`src/design/sfp_pkg.sv`:
```
// Types and constants of the serial command frame parser.
package sfp_pkg;

  localparam int unsigned BUFFER_DEPTH_DEFAULT = 256;
  localparam int unsigned TimeoutW = 10;
  localparam int unsigned CountW = 9;
  localparam int unsigned FieldW = 2;
  localparam int unsigned ByteW = 8;

  localparam logic [TimeoutW-1:0] TIMEOUT_RESET = 10'd100;
  localparam logic [ByteW-1:0] CHAR_COLON = 8'h3A;
  localparam logic [ByteW-1:0] CHAR_BANG = 8'h21;
  localparam logic [ByteW-1:0] CHAR_COMMA = 8'h2C;
  localparam logic [FieldW-1:0] FIELD_DATA = 2'd2;

  typedef enum logic [2:0] {
    EV_NONE    = 3'd0,
    EV_CHAR    = 3'd1,
    EV_START   = 3'd2,
    EV_FIELD   = 3'd3,
    EV_DONE    = 3'd4,
    EV_TIMEOUT = 3'd5,
    EV_IGNORED = 3'd6
  } event_t;

  typedef enum logic {
    OP_BYTE = 1'b0,
    OP_TICK = 1'b1
  } opcode_t;

  typedef struct packed {
    logic                in_packet;
    logic [FieldW-1:0]   current_field;
    logic [CountW-1:0]   char_count;
    logic [TimeoutW-1:0] timeout_left;
  } sfp_state_t;

  typedef struct packed {
    event_t              event_res;
    logic [FieldW-1:0]   field_index;
    logic [CountW-1:0]   char_position;
    logic [ByteW-1:0]    char_value;
  } sfp_result_t;

endpackage

```
`src/design/sfp_cmd_if.sv`:
```
// Input channel carrying received bytes and millisecond ticks.
interface sfp_cmd_if;
  logic       valid;
  logic       ready;
  logic       opcode;
  logic [7:0] rx_byte;

  modport source (output valid, output opcode, output rx_byte, input ready);
  modport sink (input valid, input opcode, input rx_byte, output ready);
endinterface

```
`src/design/sfp_res_if.sv`:
```
// Output channel carrying parser events.
interface sfp_res_if;
  logic       valid;
  logic       ready;
  logic [2:0] event_res;
  logic [1:0] field_index;
  logic [8:0] char_position;
  logic [7:0] char_value;

  modport source (
    output valid, output event_res, output field_index, output char_position,
    output char_value, input ready
  );
  modport sink (
    input valid, input event_res, input field_index, input char_position,
    input char_value, output ready
  );
endinterface

```
`src/design/serial_command_frame_parser.sv`:
```
// Top level of the serial command frame parser.
// The cmd channel takes one beat per item: opcode 0 carries a received byte in
// rx_byte, opcode 1 marks one millisecond tick. Every accepted beat yields
// exactly one beat on the result channel with an event code, the field, the
// character position or field length, and the stored character.
// Packets have the form ':command,length,data!' and are tracked by a small
// state register that is updated at the edge where a cmd beat is accepted.
// The result of a beat is held in an output register and appears in the cycle
// after acceptance. A new cmd beat is accepted every cycle while the result
// register is empty or is being taken in the same cycle, so the sustained
// rate is one item per cycle, set by the single result register.
// When the receiver stalls, the result is held and cmd stops after one beat.
// The user must write the idle timeout register via cfg_we and cfg_data only
// while the block is idle; the block does not enforce it. Reset clears the
// packet state and result register and sets the timeout register to 100 ticks.
module serial_command_frame_parser import sfp_pkg::*; #(
  parameter int unsigned BUFFER_DEPTH = BUFFER_DEPTH_DEFAULT
) (
  input  logic                clk,
  input  logic                rst,
  sfp_cmd_if.sink             cmd,
  sfp_res_if.source           result,
  input  logic                cfg_we,
  input  logic [TimeoutW-1:0] cfg_data
);

  logic [TimeoutW-1:0] idle_timeout_ticks;
  sfp_state_t          state;
  sfp_state_t          state_next;
  sfp_result_t         step_result;
  sfp_result_t         res;
  logic                res_valid;
  logic                accept;

  assign cmd.ready = !res_valid || result.ready;
  assign accept = cmd.valid && cmd.ready;

  sfp_core #(
    .BUFFER_DEPTH(BUFFER_DEPTH)
  ) u_core (
    .state             (state),
    .opcode            (cmd.opcode),
    .rx_byte           (cmd.rx_byte),
    .idle_timeout_ticks(idle_timeout_ticks),
    .state_next        (state_next),
    .result            (step_result)
  );

  always_ff @(posedge clk) begin
    if (rst) begin
      idle_timeout_ticks <= TIMEOUT_RESET;
    end else if (cfg_we) begin
      idle_timeout_ticks <= cfg_data;
    end
  end

  always_ff @(posedge clk) begin
    if (rst) begin
      state <= '0;
      res_valid <= 1'b0;
    end else begin
      if (accept) begin
        state <= state_next;
        res_valid <= 1'b1;
      end else if (result.ready) begin
        res_valid <= 1'b0;
      end
    end
  end

  always_ff @(posedge clk) begin
    if (accept) begin
      res <= step_result;
    end
  end

  assign result.valid = res_valid;
  assign result.event_res = res.event_res;
  assign result.field_index = res.field_index;
  assign result.char_position = res.char_position;
  assign result.char_value = res.char_value;

endmodule

```
`src/design/sfp_core.sv`:
```
// Next-state and event logic of the frame parser for one beat.
module sfp_core import sfp_pkg::*; #(
  parameter int unsigned BUFFER_DEPTH = BUFFER_DEPTH_DEFAULT
) (
  input  sfp_state_t          state,
  input  logic                opcode,
  input  logic [ByteW-1:0]    rx_byte,
  input  logic [TimeoutW-1:0] idle_timeout_ticks,
  output sfp_state_t          state_next,
  output sfp_result_t         result
);

  localparam logic [CountW-1:0] Limit = CountW'(BUFFER_DEPTH);

  always_comb begin
    state_next = state;
    result = '{event_res: EV_NONE, field_index: '0, char_position: '0, char_value: '0};
    if (opcode == OP_TICK) begin
      if (state.timeout_left != '0) begin
        state_next.timeout_left = state.timeout_left - TimeoutW'(1);
      end else if (state.in_packet) begin
        result.event_res = EV_TIMEOUT;
        result.field_index = state.current_field;
        result.char_position = state.char_count;
        state_next = '0;
      end
    end else if (!state.in_packet) begin
      if (rx_byte == CHAR_COLON) begin
        state_next.in_packet = 1'b1;
        state_next.current_field = '0;
        state_next.char_count = '0;
        state_next.timeout_left = idle_timeout_ticks;
        result.event_res = EV_START;
      end else begin
        result.event_res = EV_IGNORED;
      end
    end else if (rx_byte == CHAR_BANG || state.char_count >= Limit) begin
      result.event_res = EV_DONE;
      result.field_index = state.current_field;
      result.char_position = state.char_count;
      state_next = '0;
    end else if (rx_byte == CHAR_COMMA) begin
      result.event_res = EV_FIELD;
      result.field_index = state.current_field;
      result.char_position = state.char_count;
      state_next.timeout_left = idle_timeout_ticks;
      state_next.char_count = '0;
      if (state.current_field < FIELD_DATA) begin
        state_next.current_field = state.current_field + FieldW'(1);
      end else begin
        state_next.current_field = FIELD_DATA;
      end
    end else if (rx_byte == CHAR_COLON) begin
      result.event_res = EV_IGNORED;
    end else begin
      result.event_res = EV_CHAR;
      result.field_index = state.current_field;
      result.char_position = state.char_count;
      result.char_value = rx_byte;
      state_next.timeout_left = idle_timeout_ticks;
      state_next.char_count = state.char_count + CountW'(1);
    end
  end

endmodule

```
`src/flat_wrapper.sv`:
```
// flat-port wrapper written by rule: the top's interface ports become plain ports
module serial_command_frame_parser_flat import sfp_pkg::*;
#(
  parameter int unsigned BUFFER_DEPTH = BUFFER_DEPTH_DEFAULT
)
  (clk, rst, cfg_we, cfg_data, cmd_valid, cmd_opcode, cmd_rx_byte, cmd_ready, result_valid, result_event_res, result_field_index, result_char_position, result_char_value, result_ready);
  sfp_cmd_if cmd_i ();
  sfp_res_if result_i ();
  input  logic clk;
  input  logic rst;
  input  logic cfg_we;
  input  logic [TimeoutW-1:0] cfg_data;
  input wire logic [$bits(cmd_i.valid)-1:0] cmd_valid;
  input wire logic [$bits(cmd_i.opcode)-1:0] cmd_opcode;
  input wire logic [$bits(cmd_i.rx_byte)-1:0] cmd_rx_byte;
  output wire logic [$bits(cmd_i.ready)-1:0] cmd_ready;
  output wire logic [$bits(result_i.valid)-1:0] result_valid;
  output wire logic [$bits(result_i.event_res)-1:0] result_event_res;
  output wire logic [$bits(result_i.field_index)-1:0] result_field_index;
  output wire logic [$bits(result_i.char_position)-1:0] result_char_position;
  output wire logic [$bits(result_i.char_value)-1:0] result_char_value;
  input wire logic [$bits(result_i.ready)-1:0] result_ready;
  assign cmd_i.valid = cmd_valid;
  assign cmd_i.opcode = cmd_opcode;
  assign cmd_i.rx_byte = cmd_rx_byte;
  assign cmd_ready = cmd_i.ready;
  assign result_valid = result_i.valid;
  assign result_event_res = result_i.event_res;
  assign result_field_index = result_i.field_index;
  assign result_char_position = result_i.char_position;
  assign result_char_value = result_i.char_value;
  assign result_i.ready = result_ready;
  serial_command_frame_parser #(.BUFFER_DEPTH(BUFFER_DEPTH)) u_core (.clk(clk), .rst(rst), .cmd(cmd_i), .result(result_i), .cfg_we(cfg_we), .cfg_data(cfg_data));
endmodule
```
`config.mk`:
```
export PLATFORM = sky130hd
export DESIGN_NAME = serial_command_frame_parser_flat
export DESIGN_NICKNAME = d
export VERILOG_FILES = /design/src/design/sfp_pkg.sv /design/src/design/sfp_cmd_if.sv /design/src/design/sfp_res_if.sv /design/src/design/serial_command_frame_parser.sv /design/src/design/sfp_core.sv /design/src/flat_wrapper.sv
export SDC_FILE = /design/constraint.sdc
export NUM_CORES = 1
export LEC_CHECK = 0
export BUFFER_PORTS_ARGS = -buffer_cell sky130_fd_sc_hd__buf_2
export CAP_MARGIN = 10
export CORE_ASPECT_RATIO = 1.25
export CORE_MARGIN = 2
export CORE_UTILIZATION = 50
export DETAILED_ROUTE_END_ITERATION = 8
export PLACE_DENSITY = 0.74
export SYNTH_ARGS = -nofsm -noshare
export SYNTH_HDL_FRONTEND = slang
export SYNTH_SLANG_ARGS = --single-unit
export TNS_END_PERCENT = 1
```
`constraint.sdc`:
```
create_clock -name clk -period 2.2 [get_ports clk]
set_clock_uncertainty 0.05 [all_clocks]
set_input_delay 0 -clock clk [delete_from_list [all_inputs] [get_ports clk]]
set_output_delay 0 -clock clk [all_outputs]
set_load 0.02 [all_outputs]
```
# Word-level counts from Yosys, hierarchy flattened
# Cells that the tools add are included.
# W data, S select, Z words.
# classes
n_lt_le_gt_ge,2
bitwise,1
eq_ne,8
n_reduce_logical,13
add_sub_neg,3
mux,26
# ops
operator,count
$mux W19,4
$mux W14,5
$mux W22,3
$mux W21,2
$eq A8 B6 Y1 const B,3
$mux W8,2
$mux W12,1
$mux W10,1
$reduce_and A5 Y1,2
$reduce_bool A10 Y1,1
$sub A10 B1 Y10 const B,1
$add A9 B1 Y9 const B,1
$ge A9 B9 Y1 const B,1
$mux W3,3
$ne A5 B5 Y1 const B,1
$reduce_or A5 Y1,1
$mux W2,2
$ne A4 B2 Y1 const B,1
$reduce_and A4 Y1,1
$reduce_bool A2 Y1,2
$mux W1,3
$ne A3 B1 Y1 const B,1
$reduce_bool A3 Y1,1
$add A2 B1 Y2 const B,1
other kinds (8),9
# totals
wordCells,63
regBits,55
output_inout_bits,24
in_bits,24

# Logic depth before layout (Yosys ltp)
# logic_depth
ltp_word,6
depth_mapped,9
ltp_nobuf,7

# Hierarchy
# Synthesis repeated with hierarchy kept, for this count alone.
# hier_totals
hier_cells,349
hier_area_um2,3248.1
# by_module_without_submodules
mod,n_inst,cells_each,area_per_inst_um2
serial_command_frame_parser,1,160,2034.5
sfp_core,1,189,1213.7

# Worst setup path after synthesis
# Ideal clock, no wire load.
# synth_path
path_kind,register -> register
from,"reg u_core.res_valid, in the netlist u_core.result.valid"
to,"reg, netlist name u_core.state[2]"
slack_ns,-0.264
n_path_buf,1
setup_ns,0.116
stages_incl_launch_ff,7
t_arrival_ns,2.298
required_ns,2.034
path_cell_list,dfxtp_1 nand2b_1 and2_1 o21ai_0 or2_2 clkbuf_1 o211a_1
# synth_between
elab_chain_len,4
# synth_lines
item,line,text
"start, declared",serial_command_frame_parser.sv:32,logic res_valid;
"start signal, assigned",serial_command_frame_parser.sv:60,res_valid <= 1'b0;
"start signal, assigned",serial_command_frame_parser.sv:64,res_valid <= 1'b1;
"start signal, assigned",serial_command_frame_parser.sv:66,res_valid <= 1'b0;
$logic_not A1 Y1,serial_command_frame_parser.sv:35,assign cmd.ready = !res_valid || result.ready;
$logic_or A1 B1 Y1,serial_command_frame_parser.sv:35,
net cmd_ready,flat_wrapper.sv:16,output wire logic [$bits(cmd_i.ready)-1:0] cmd_ready;
$logic_and A1 B1 Y1,serial_command_frame_parser.sv:36,assign accept = cmd.valid && cmd.ready;
net u_core.accept,serial_command_frame_parser.sv:33,logic accept;
$reduce_and A4 Y1 (no source line),--,
# The timed path passes the listed nets, and every way through them passes these cells.
# A chain may end at the register's enable or synchronous reset.

# Worst setup path after layout
# layout_path
from,"reg, netlist name u_core.state[0]"
to,"reg, netlist name u_core.state[19]"
# layout_between
elab_chain_len,3
# layout_lines
item,line,text
$reduce_bool A10 Y1,sfp_core.sv:19,if (state.timeout_left != '0) begin
$ne A2 B2 Y1 (no source line),--,
$reduce_and A5 Y1 (no source line),--,
# No other way between the ends.

==> impl_metrics.json <==
{
  "start_kind": "flip-flop",
  "place.gp.congestion": 0.855,
  "violations": "setup timing",
  "setup_viol": 3,
  "final_hold_viol_count": 0,
  "placed_cells": 387,
  "die-height_um": 85.9,
  "synth_fp_nets": 288,
  "mostFrequentLayoutCells": "buf_2 (47), dfxtp_1 (31), buf_4 (29), edfxtp_1 (22), a21oi_1 (20)",
  "cts_made_buffers": 5,
  "cts_tree": "built",
  "die-area_sq_um": 5970,
  "syn_to_final_growth_pct": 33.2,
  "hold_path.class": "primary input to flip-flop",
  "grt_pass1_wl_um": 10800,
  "layout_commonest_cell": "buf_2",
  "layout_setup_ws_ns": -0.0669,
  "top_usage_layer": "met2",
  "antenna_found_initial": 0,
  "drt_drc_violations_left": 0,
  "fmax_ghz": 0.441,
  "min_period_ns": 2.27,
  "path_max_fanout": 8,
  "syn-instance-count": 261,
  "critPathCaptureType": "flip-flop",
  "routed_wl_um": 6570,
  "outcome": "finished, violations left",
  "min_path_cells": 2,
  "gr-usage-met1_pct": 24.3,
  "port_buffers": 47,
  "multi_input_area_sq_um": 1350,
  "finalSetupTns_ns": -0.132,
  "r2r.worst_path.cells": 8,
  "leakage_nw": 1.44,
  "vias": 2437,
  "crit_arrival_ns": 2.45,
  "regArea_sq_um": 1320,
  "r2r_start": "u_core.state[0]",
  "nets": 382,
  "ys_ff_latch": 55,
  "synth_edf_count": 22,
  "finalNonFillerCells": 418,
  "ys_seq_area_share_pct": 49.3,
  "grt_pass1_vias": 2423,
  "clkSinkCount": 55,
  "clkTransAtPathRegs_ns": 0.10,
  "hold_start": "cmd_rx_byte[3]",
  "vias_per_cell": 5.83,
  "final.fill_count": 389,
  "r2r_end": "u_core.state[19]",
  "synthesis.area_sq_um": 2680,
  "worst_pin_slew_ns": 0.632,
  "coreArea_sq_um": 5120,
  "antenna_left": 0,
  "drive_gt1_share_pct": 32.6,
  "peakVddDrop_mv": 0.523,
  "initial_core_util_pct": 52.4,
  "diodes": 0,
  "ys.flop_type": "dfxtp_1",
  "grt_max_degree": 24,
  "drt_iter0_drc": 162,
  "synth_area_per_cell_sq_um": 10.3,
  "yosys_warnings": 0,
  "num_rows": 29,
  "num_io_pins": 48,
  "grt_overflow": 0,
  "h-tree-depth": 2,
  "met3_usage_pct": 3.29,
  "wire_per_inst_um": 15.7,
  "slew_headroom_pct": 57.8,
  "ys_async_sr_fraction_pct": 0,
  "cap_violations": 0,
  "maxSlewViolCount": 0,
  "period_share_pct": 103,
  "rsz0062_at_grt": "yes",
  "cts_root_buf": "clkbuf_8",
  "hold-path-endpoint": "u_core.result.char_value[3]",
  "r2r_slack_ns": -0.07,
  "synth_cell_types": 48,
  "grt_use_total_pct": 22.5,
  "clockBufferDepth": 2,
  "crit_required_ns": 2.39,
  "path_class": "flip-flop to flip-flop",
  "powerDensity_nw_per_um2": 723,
  "met2_usage_pct": 42.0,
  "fp.dieW_um": 69.5,
  "post-dp-hpwl_um": 4200,
  "dr.pass1.iters": 4,
  "clock_latency_ns": 0.31
}
==> layout make-up <==
type | instances | share of cell area [%]
clock buffers | 5 | 1.93
clock inverters | 3 | 1.26
inverters | 9 | 0.945
multi-input cells | 186 | 37.7
flip-flops and latches | 55 | 37.0
well taps | 62 | 2.17
repair buffers | 98 | 18.9
==> cell usage after synthesis, drive strengths merged, types with 4 or more instances <==
cell	instances	area share [%]
mux2i	10	3.7
edfxtp	22	25
and2	15	3.5
o211ai	7	2.0
clkbuf	9	1.3
nand3	5	1.4
o21ai	9	1.7
dfxtp	33	25
inv	9	1.3
and3	5	1.2
o31ai	17	5.8
nand2	9	1.3
nor3b	4	1.1
or4	6	1.8
a21oi	24	4.5
nor2	19	2.7
or4b	6	2.2
==> repair_timing <==
action,CTS,global route
buffers inserted,1,2
resized for setup,13,10
gates cloned,1,0
hold endpoints to repair,18,0
hold buffers,19,0
endpoints found under the setup margin,22,31
pin swaps,9,3
==> flip-flops by register name, summed over array words and instances (netlist names) <==
name / cells
u_core.result.char_value: 8
u_core.result.valid: 1
u_core.result.field_index: 2
u_core.result.event_res: 3
u_core.result.char_position: 9
u_core.idle_timeout_ticks: 10
u_core.state: 22
==> kinds of logic after synthesis <==
group           synth area share [%]
compound gates                  19.1
xor+xnor                       0.980
buf+inv                         3.31
simple gates                    22.2
fa+ha+maj                       1.40
flops                           49.3
mux                             3.73
==> worst max path at each step <==
stage               startpoint               end  slack, ns  depth (start not counted)
6_report       u_core.state[0]  u_core.state[19]      -0.07                          8
5_1_grt        u_core.state[0]  u_core.state[19]      -0.13                          8
4_1_cts        u_core.state[0]  u_core.state[19]      -0.09                          7
3_5_place_dp   u_core.state[0]  u_core.state[15]       -0.1                          8
3_3_place_gp   u_core.state[0]  u_core.state[15]     -0.008                          8
2_1_floorplan  u_core.state[0]  u_core.state[16]      -0.14                          9
==> worst max-delay path, cell delays in order (launching register included) <==
cell and delay [ns]:
dfxtp_2 0.34, inv_2 0.05, ha_1 0.12, or4b_4 0.48, o31ai_4 0.22, buf_6 0.14, nand3_4 0.11, or4b_4 0.54
a21oi_2 0.14
==> stage by stage <==
stage                     hold slack (ns)  setup slack [ns]  util [%]  instance area, sq um  total power, W
after floorplan                    0.0526            -0.138         -                  2680         0.00159
after global placement              0.163          -0.00765      61.8                  3160         0.00180
after detailed placement            0.169           -0.0970      61.8                  3160         0.00181
after CTS                         0.00296           -0.0854      68.8                  3520         0.00255
after global routing               0.0274            -0.127      69.8                  3570         0.00270
final                             0.00704           -0.0669      69.8                  3570         0.00258
==> where the power goes <==
group          internal, W  switching [W]
sequential         0.00112      0.0000328
clock             0.000344       0.000345
combinational     0.000352       0.000386
==> routing by layer <==
metal,up-vias,part of all wire [%]
li1,1177,-
met1,1165,39
met2,70,53
met3,25,3.7
met4,0,4.7
met5,-,0
No activity file was read; power rests on OpenSTA's default activity.
